File: src/box_blur_3x3_rgb_core_assert.svh
// Assertion macros shared by the box blur core modules.
`ifndef BOX_BLUR_3X3_RGB_CORE_ASSERT_SVH
`define BOX_BLUR_3X3_RGB_CORE_ASSERT_SVH

// Same-cycle implication, clocked on aclk and disabled during reset.
`define BBLUR_ASSERT_IMP(label, cond, expr, msg) \
    label: assert property (@(posedge aclk) disable iff (!aresetn) (cond) |-> (expr)) \
        else $error(msg);

// Next-cycle implication, clocked on aclk and disabled during reset.
`define BBLUR_ASSERT_NXT(label, cond, expr, msg) \
    label: assert property (@(posedge aclk) disable iff (!aresetn) (cond) |=> (expr)) \
        else $error(msg);

`endif

File: src/bblur_pkg.sv
// Types, constants and the reciprocal table shared by the box blur core.
`default_nettype none

package bblur_pkg;

    localparam int MAX_WIDTH = 1024;
    localparam int COL_W     = (MAX_WIDTH > 1) ? $clog2(MAX_WIDTH) : 1;
    localparam int WEFF_W    = $clog2(MAX_WIDTH + 1);

    localparam int FW_W       = 11;
    localparam int FH_W       = 16;
    localparam int ROW_W      = 16;
    localparam int IN_ROW_W   = FH_W + 1;
    localparam int CFG_DATA_W = 16;
    localparam int CFG_IDX_W  = 1;

    localparam int CH_W  = 8;
    localparam int PIX_W = 3 * CH_W;
    localparam int WIN_N = 9;

    localparam int SUM_W       = 12;
    localparam int CNT_W       = 4;
    localparam int NUM_W       = SUM_W + 1;
    localparam int RECIP_SHIFT = 18;
    localparam int RECIP_W     = 18;
    localparam int PROD_W      = NUM_W + RECIP_W;

    localparam logic [FW_W-1:0] FW_RESET = 11'd1024;
    localparam logic [FH_W-1:0] FH_RESET = 16'd1;

    localparam logic [CFG_IDX_W-1:0] REG_FRAME_WIDTH  = 1'b0;
    localparam logic [CFG_IDX_W-1:0] REG_FRAME_HEIGHT = 1'b1;

    localparam logic FUNC_PIXEL = 1'b0;
    localparam logic FUNC_DRAIN = 1'b1;

    // Entry r*3+c; row 0 is the oldest row, column 2 the newest column.
    typedef logic [WIN_N-1:0][PIX_W-1:0] window_t;

    typedef struct packed {
        logic up_ok;
        logic down_ok;
        logic left_ok;
        logic right_ok;
        logic frame_end;
    } mean_ctrl_t;

    typedef struct packed {
        logic [CH_W-1:0] red;
        logic [CH_W-1:0] green;
        logic [CH_W-1:0] blue;
        logic            frame_end;
    } mean_res_t;

    // Rounded-up reciprocal of twice the neighbor count, scaled by 2^RECIP_SHIFT.
    function automatic logic [RECIP_W-1:0] recip_of(input logic [CNT_W-1:0] count);
        logic [RECIP_W-1:0] m;
        case (count)
            4'd1:    m = 18'd131072;
            4'd2:    m = 18'd65536;
            4'd3:    m = 18'd43691;
            4'd4:    m = 18'd32768;
            4'd6:    m = 18'd21846;
            4'd9:    m = 18'd14564;
            default: m = '0;
        endcase
        return m;
    endfunction

endpackage

`default_nettype wire

File: src/bblur_mean.sv
// Masked 3x3 sum and reciprocal-multiply rounding divider for three channels.
`default_nettype none

module bblur_mean (
    input  wire logic                 aclk,
    input  wire logic                 aresetn,
    input  wire logic                 start,
    input  wire bblur_pkg::mean_ctrl_t ctrl,
    input  wire bblur_pkg::window_t   window,
    output logic                      res_valid,
    input  wire logic                 res_ready,
    output bblur_pkg::mean_res_t      res
);

`include "box_blur_3x3_rgb_core_assert.svh"

    logic [2:0]                                  row_ok;
    logic [2:0]                                  col_ok;
    logic [2:0][2:0][bblur_pkg::SUM_W-1:0]       row_sum;
    logic [2:0][bblur_pkg::NUM_W-1:0]            num_next;
    logic [1:0]                                  rows;
    logic [1:0]                                  cols;
    logic [bblur_pkg::CNT_W-1:0]                 cnt_next;
    logic [bblur_pkg::RECIP_W-1:0]               recip;

    logic                                        sum_vld_reg;
    logic [2:0][bblur_pkg::NUM_W-1:0]            num_reg;
    logic [bblur_pkg::CNT_W-1:0]                 cnt_reg;
    logic                                        fe_a_reg;
    logic                                        prod_vld_reg;
    logic [2:0][bblur_pkg::PROD_W-1:0]           prod_reg;
    logic                                        fe_b_reg;

    assign row_ok = {ctrl.down_ok, 1'b1, ctrl.up_ok};
    assign col_ok = {ctrl.right_ok, 1'b1, ctrl.left_ok};
    assign rows   = 2'd1 + {1'b0, ctrl.up_ok} + {1'b0, ctrl.down_ok};
    assign cols   = 2'd1 + {1'b0, ctrl.left_ok} + {1'b0, ctrl.right_ok};
    assign cnt_next = (bblur_pkg::CNT_W)'(rows) * (bblur_pkg::CNT_W)'(cols);

    always_comb begin
        for (int ch = 0; ch < 3; ch++) begin
            for (int r = 0; r < 3; r++) begin
                row_sum[ch][r] = '0;
                if (row_ok[r]) begin
                    for (int c = 0; c < 3; c++) begin
                        if (col_ok[c]) begin
                            row_sum[ch][r] = row_sum[ch][r] + (bblur_pkg::SUM_W)'(
                                window[r*3+c][(2-ch)*bblur_pkg::CH_W +: bblur_pkg::CH_W]);
                        end
                    end
                end
            end
            num_next[ch] = {row_sum[ch][0] + row_sum[ch][1] + row_sum[ch][2], 1'b0}
                         + (bblur_pkg::NUM_W)'(cnt_next);
        end
    end

    assign recip = bblur_pkg::recip_of(cnt_reg);

    always_ff @(posedge aclk) begin
        if (!aresetn) begin
            sum_vld_reg  <= 1'b0;
            prod_vld_reg <= 1'b0;
        end else begin
            sum_vld_reg <= start;
            if (sum_vld_reg) begin
                prod_vld_reg <= 1'b1;
            end else if (res_ready) begin
                prod_vld_reg <= 1'b0;
            end
        end
    end

    always_ff @(posedge aclk) begin
        if (start) begin
            num_reg  <= num_next;
            cnt_reg  <= cnt_next;
            fe_a_reg <= ctrl.frame_end;
        end
        if (sum_vld_reg) begin
            for (int ch = 0; ch < 3; ch++) begin
                prod_reg[ch] <= (bblur_pkg::PROD_W)'(num_reg[ch]) *
                                (bblur_pkg::PROD_W)'(recip);
            end
            fe_b_reg <= fe_a_reg;
        end
    end

    assign res_valid     = prod_vld_reg;
    assign res.red       = prod_reg[0][bblur_pkg::RECIP_SHIFT +: bblur_pkg::CH_W];
    assign res.green     = prod_reg[1][bblur_pkg::RECIP_SHIFT +: bblur_pkg::CH_W];
    assign res.blue      = prod_reg[2][bblur_pkg::RECIP_SHIFT +: bblur_pkg::CH_W];
    assign res.frame_end = fe_b_reg;

    `BBLUR_ASSERT_IMP(a_start_when_idle, start, !sum_vld_reg && !prod_vld_reg,
        "A new mean started while the previous one was still in flight.")

    `BBLUR_ASSERT_IMP(a_quotient_fits, prod_vld_reg,
        prod_reg[0][30:26] == '0 && prod_reg[1][30:26] == '0 && prod_reg[2][30:26] == '0,
        "A rounded mean exceeded eight bits.")

    `BBLUR_ASSERT_NXT(a_product_follows_sum, sum_vld_reg, prod_vld_reg,
        "A summed mean did not reach the product stage.")

endmodule

`default_nettype wire

File: config.mk
export PLATFORM = sky130hd
export DESIGN_NAME = bblur_mean
export DESIGN_NICKNAME = d
export VERILOG_FILES = /design/src/bblur_pkg.sv /design/src/bblur_mean.sv
export VERILOG_INCLUDE_DIRS = /design/src /design/src/src
export SDC_FILE = /design/constraint.sdc
export NUM_CORES = 1
export LEC_CHECK = 0
export ABC_AREA = 1
export BUFFER_PORTS_ARGS = -buffer_cell sky130_fd_sc_hd__buf_4
export CORE_MARGIN = 2
export CORE_UTILIZATION = 35
export DETAILED_ROUTE_END_ITERATION = 10
export GPL_TIMING_DRIVEN = 0
export HOLD_SLACK_MARGIN = 0.06
export SLEW_MARGIN = 20
export SYNTH_ARGS = -nofsm -noshare
export SYNTH_HDL_FRONTEND = slang
export SYNTH_SLANG_ARGS = --single-unit
export TNS_END_PERCENT = 10
File: constraint.sdc
create_clock -name aclk -period 16.8 [get_ports aclk]
set_input_delay 2.52 -clock aclk [delete_from_list [all_inputs] [get_ports aclk]]
set_output_delay 2.52 -clock aclk [all_outputs]
set_load 0.02 [all_outputs]
==> results.txt <==
----------------------------------------------------
[Status]
  Result of the run ... finished clean

[Floorplanning]
  Count of pins on the block boundary ... 251
  Cell Rows ... roughly 110
  Area enclosed by the die boundary ... a little over 90000 µm²
  Initial standard-cell utilization of the core ... 0.3528
  Height of the chip ... around 300 µm
  Area of the core region ... ~88000 µm²
  Width of the chip ... 302.5 µm

[Setup path]
  Critical Path Sink ... num_reg[11]
  Endpoint kind of the worst setup timing path ... flip-flop
  Most repeated library cell on the critical path ... sky130_fd_sc_hd__nand2_1
  Endpoint of the lowest-slack register-to-register path ... res[16]
  Start point of the critical path ... ctrl[2]
  Peak per-stage delay on the critical path ... 0.65 ns
  FF-to-FF setup slack ... 9.89 ns
  Req. time, crit path ... roughly 17 ns
  Cells on worst reg2reg path ... 25
  Startpoint of the worst-slack reg-to-reg timing path ... cnt_reg[1]
  CP Class ... in2reg
  Startpoint types ... primary input
  Maximum net fanout on the critical path ... 10
  Crit path DAT ... between 8 and 9 ns
  Cell with the biggest individual delay on the critical path ... sky130_fd_sc_hd__clkbuf_1

[GRT]
  Antenna violations before repair ... 0
  Number of global-route vias before repair ... ~28000
  Total global-route track usage ... 0.2058
  First-pass GRT wire length ... 145600 µm
  Maximum number of pins on one net before global-route repair ... between 40 and 50
  Overflow after GRT ... 0

[Finish]
  Post-Route Utilization ... 0.3948
  Fraction of final layout cells with drive strength greater than 1 ... 0.06990
  P&R area growth vs syn ... 11.90%
  Most frequent standard cell in the layout excluding fill and tap cells ... sky130_fd_sc_hd__inv_1
  Most frequent cells in the layout ... sky130_fd_sc_hd__inv_1, sky130_fd_sc_hd__nand2_1, sky130_fd_sc_hd__fa_1
  Number of flip-flops in the largest register ... 37
  N_diodes ... 0
  Number of nets in the finished design ... 5739

[Clocking]
  CTS tree ... done
  Later-pin clock latency in the skew report ... 0.39 ns
  Deepest clock path buffer count ... 2
  Htree depth ... 3
  Cells resized by post-CTS repair ... 0
  TritonCTS buffer count ... 9
  Clock Sinks ... 68
  Hold bufs inserted after CTS ... 0
  Buffer cell driving the clock tree root ... sky130_fd_sc_hd__clkbuf_16
  Clock transition at the register clock pins on the worst setup and hold paths after CTS ... 0.06 ns
  Post-CTS setup repair buffer count ... 0

[Place]
  Post-detail-place hpwl ... 83190 µm
  Routability congestion estimate ... 0.9565
  Worst slack at placement ... 7.887 ns
  Input/output buffers ... 248

[STA]
  Setup TNS ... 0 ns
  Time the worst path needs with I/O delays and setup ... 8.549 ns
  Final period util ... 0.5089
  Final number of max-transition violations ... 0
  Final critical-path setup slack ... 8.251 ns
  Final hold violations ... 0
  Final setup violating endpoints ... 0
  Worst slack on hold paths ... 0.4335 ns
  Worst-Margin Slew ... around 1.1 ns
  Relative max-transition margin ... 0.2508
  Unrepaired setup endpoints after global routing ... false
  Achievable Freq ... around 120 MHz
  Fin Clk Skew ... 0.01305 ns

[Logic synthesis]
  Synthesis Warnings ... 0
  Post-synthesis instance area ... just over 30000 µm²
  Avg Cell Area, Syn ... about 7.1 µm²
  Dominant register cell in the synthesized netlist ... sky130_fd_sc_hd__edfxtp_1
  Yosys cell types ... 49
  Portion of the post-synthesis area used by sequential elements ... 0.06485
  Number of enable flip-flop cells after synthesis ... 66
  Post-synthesis async set-or-reset flop share ... 0
  Count of state elements after synthesis ... 68
  Number of cells produced by synthesis ... ~4400

[Job]
  Number of violations of the max-capacitance limit ... 0

[Pwr]
  Part of the total power dissipated in combinational logic ... 0.846
  Ratio of total power to cell area ... around 110 nW/µm²
  Relative contribution of the clock network to total power ... 0.057
  Sequential fraction of design power ... 0.097
  Internal power consumption ... 1.648 mW
  Sw Share ... 0.5817
  Switching component of the power ... 2.292 mW
  Leakage Power ... 20.02 nW
  Worst ir drop on vdd ... 0.00006420 V

[Routing]
  Post-detailed-routing wire length ... 91890 µm
  Antenna violation net count after detailed routing ... 0
  Vias ... 27200
  DRC Markers ... 0
  Number of DRC markers after the initial detailed-route iteration ... 1479
  DR pass1 iterations ... 5
  Per-cell routed wire length ... around 16 µm
  Routed vias/inst ... 4.656

[Min path]
  Path category of the worst min-delay check ... reg2reg

----------------------------------------------------
==> cells in the mapped netlist (all sizes together), types with 3 or more instances <==
master,n,share of area
clkinv,4,0.00052
nor4,4,0.00080
fa,501,0.32
nor2,370,0.047
nor3,29,0.0050
xnor2,21,0.0059
o22ai,12,0.0024
ha,340,0.14
inv,1332,0.16
nand3,184,0.030
xor2,48,0.013
o21bai,12,0.0029
buf,24,0.0041
a21boi,9,0.0022
a21o,7,0.0017
clkbuf,23,0.0028
edfxtp,66,0.064
a211oi,6,0.0014
or2,13,0.0026
nand4,61,0.012
nand2,985,0.12
o211ai,10,0.0024
a2bb2oi,3,0.00084
o21a,10,0.0024
a31oi,10,0.0020
nand3b,20,0.0048
a22oi,9,0.0022
a21oi,176,0.029
o21ai,103,0.017
o221ai,3,0.00084
mux2i,3,0.00096
==> layout make-up <==
cell class	instances	area, µm²
fillers	9385	53490
plain buffers	47	212.7
clock inverters	5	100.1
clock buffers	11	232.7
inverters	1336	5016
multi-input cells	2962	23970
flip-flops and latches	68	2023
repair buffers	249	1882
well taps	1165	1458
==> power groups by stage <==
stage | Combinational (mW) | Clock (mW) | Sequential (mW)
global route | 3.88 | 0.240 | 0.386
detailed placement | 3.32 | 0 | 0.381
CTS | 3.34 | 0.237 | 0.377
finish | 3.33 | 0.226 | 0.381
floorplan | 2.44 | 0 | 0.376
global placement | 3.28 | 0 | 0.381
==> per-stage QoR <==
step	cells	instance area, µm²	power (mW)
floorplan	4413	31220	2.820
global placement	5826	34540	3.661
detailed placement	5827	34560	3.701
CTS	5843	34890	3.958
global route	5843	34890	4.507
finish	5843	34890	3.940
==> kinds of logic after synthesis <==
group / after synthesis / share of synthesized area
AND/OR/NAND/NOR: 1666 / 0.2218
buffers and inverters: 1383 / 0.1677
adder cells (fa/ha/maj): 841 / 0.4581
AO/OA/AOI/OAI: 371 / 0.06694
XOR/XNOR: 69 / 0.01938
flip-flops: 68 / 0.06485
multiplexers: 3 / 0.0009632
other: 2 / 0.0002409
==> how the worst min path moves through the flow <==
| stage | start | to | depth (start not counted) |
|---|---|---|---|
| 6_report | fe_a_reg | fe_b_reg | 0 |
| 5_1_grt | fe_a_reg | fe_b_reg | 0 |
| 4_1_cts | fe_a_reg | fe_b_reg | 0 |
| 3_5_place_dp | fe_a_reg | fe_b_reg | 0 |
| 3_3_place_gp | fe_a_reg | fe_b_reg | 0 |
| 2_1_floorplan | fe_a_reg | fe_b_reg | 0 |
==> routing by layer <==
metal	wire length (µm)	share of wire	GRT usage
met1	39870	0.43	0.2625
met2	43850	0.48	0.3577
met3	5066	0.055	0.02907
met4	3106	0.034	0.06873
met5	0	0	0
==> critical path: cells and delay by family <==
kind	cells	cell delay [ns]
buffers and inverters	11	1.93
adder cells (fa/ha/maj)	5	1.77
AO/OA/AOI/OAI	7	1.26
AND/OR/NAND/NOR	14	1.20
(Power assumes the default switching activity.)
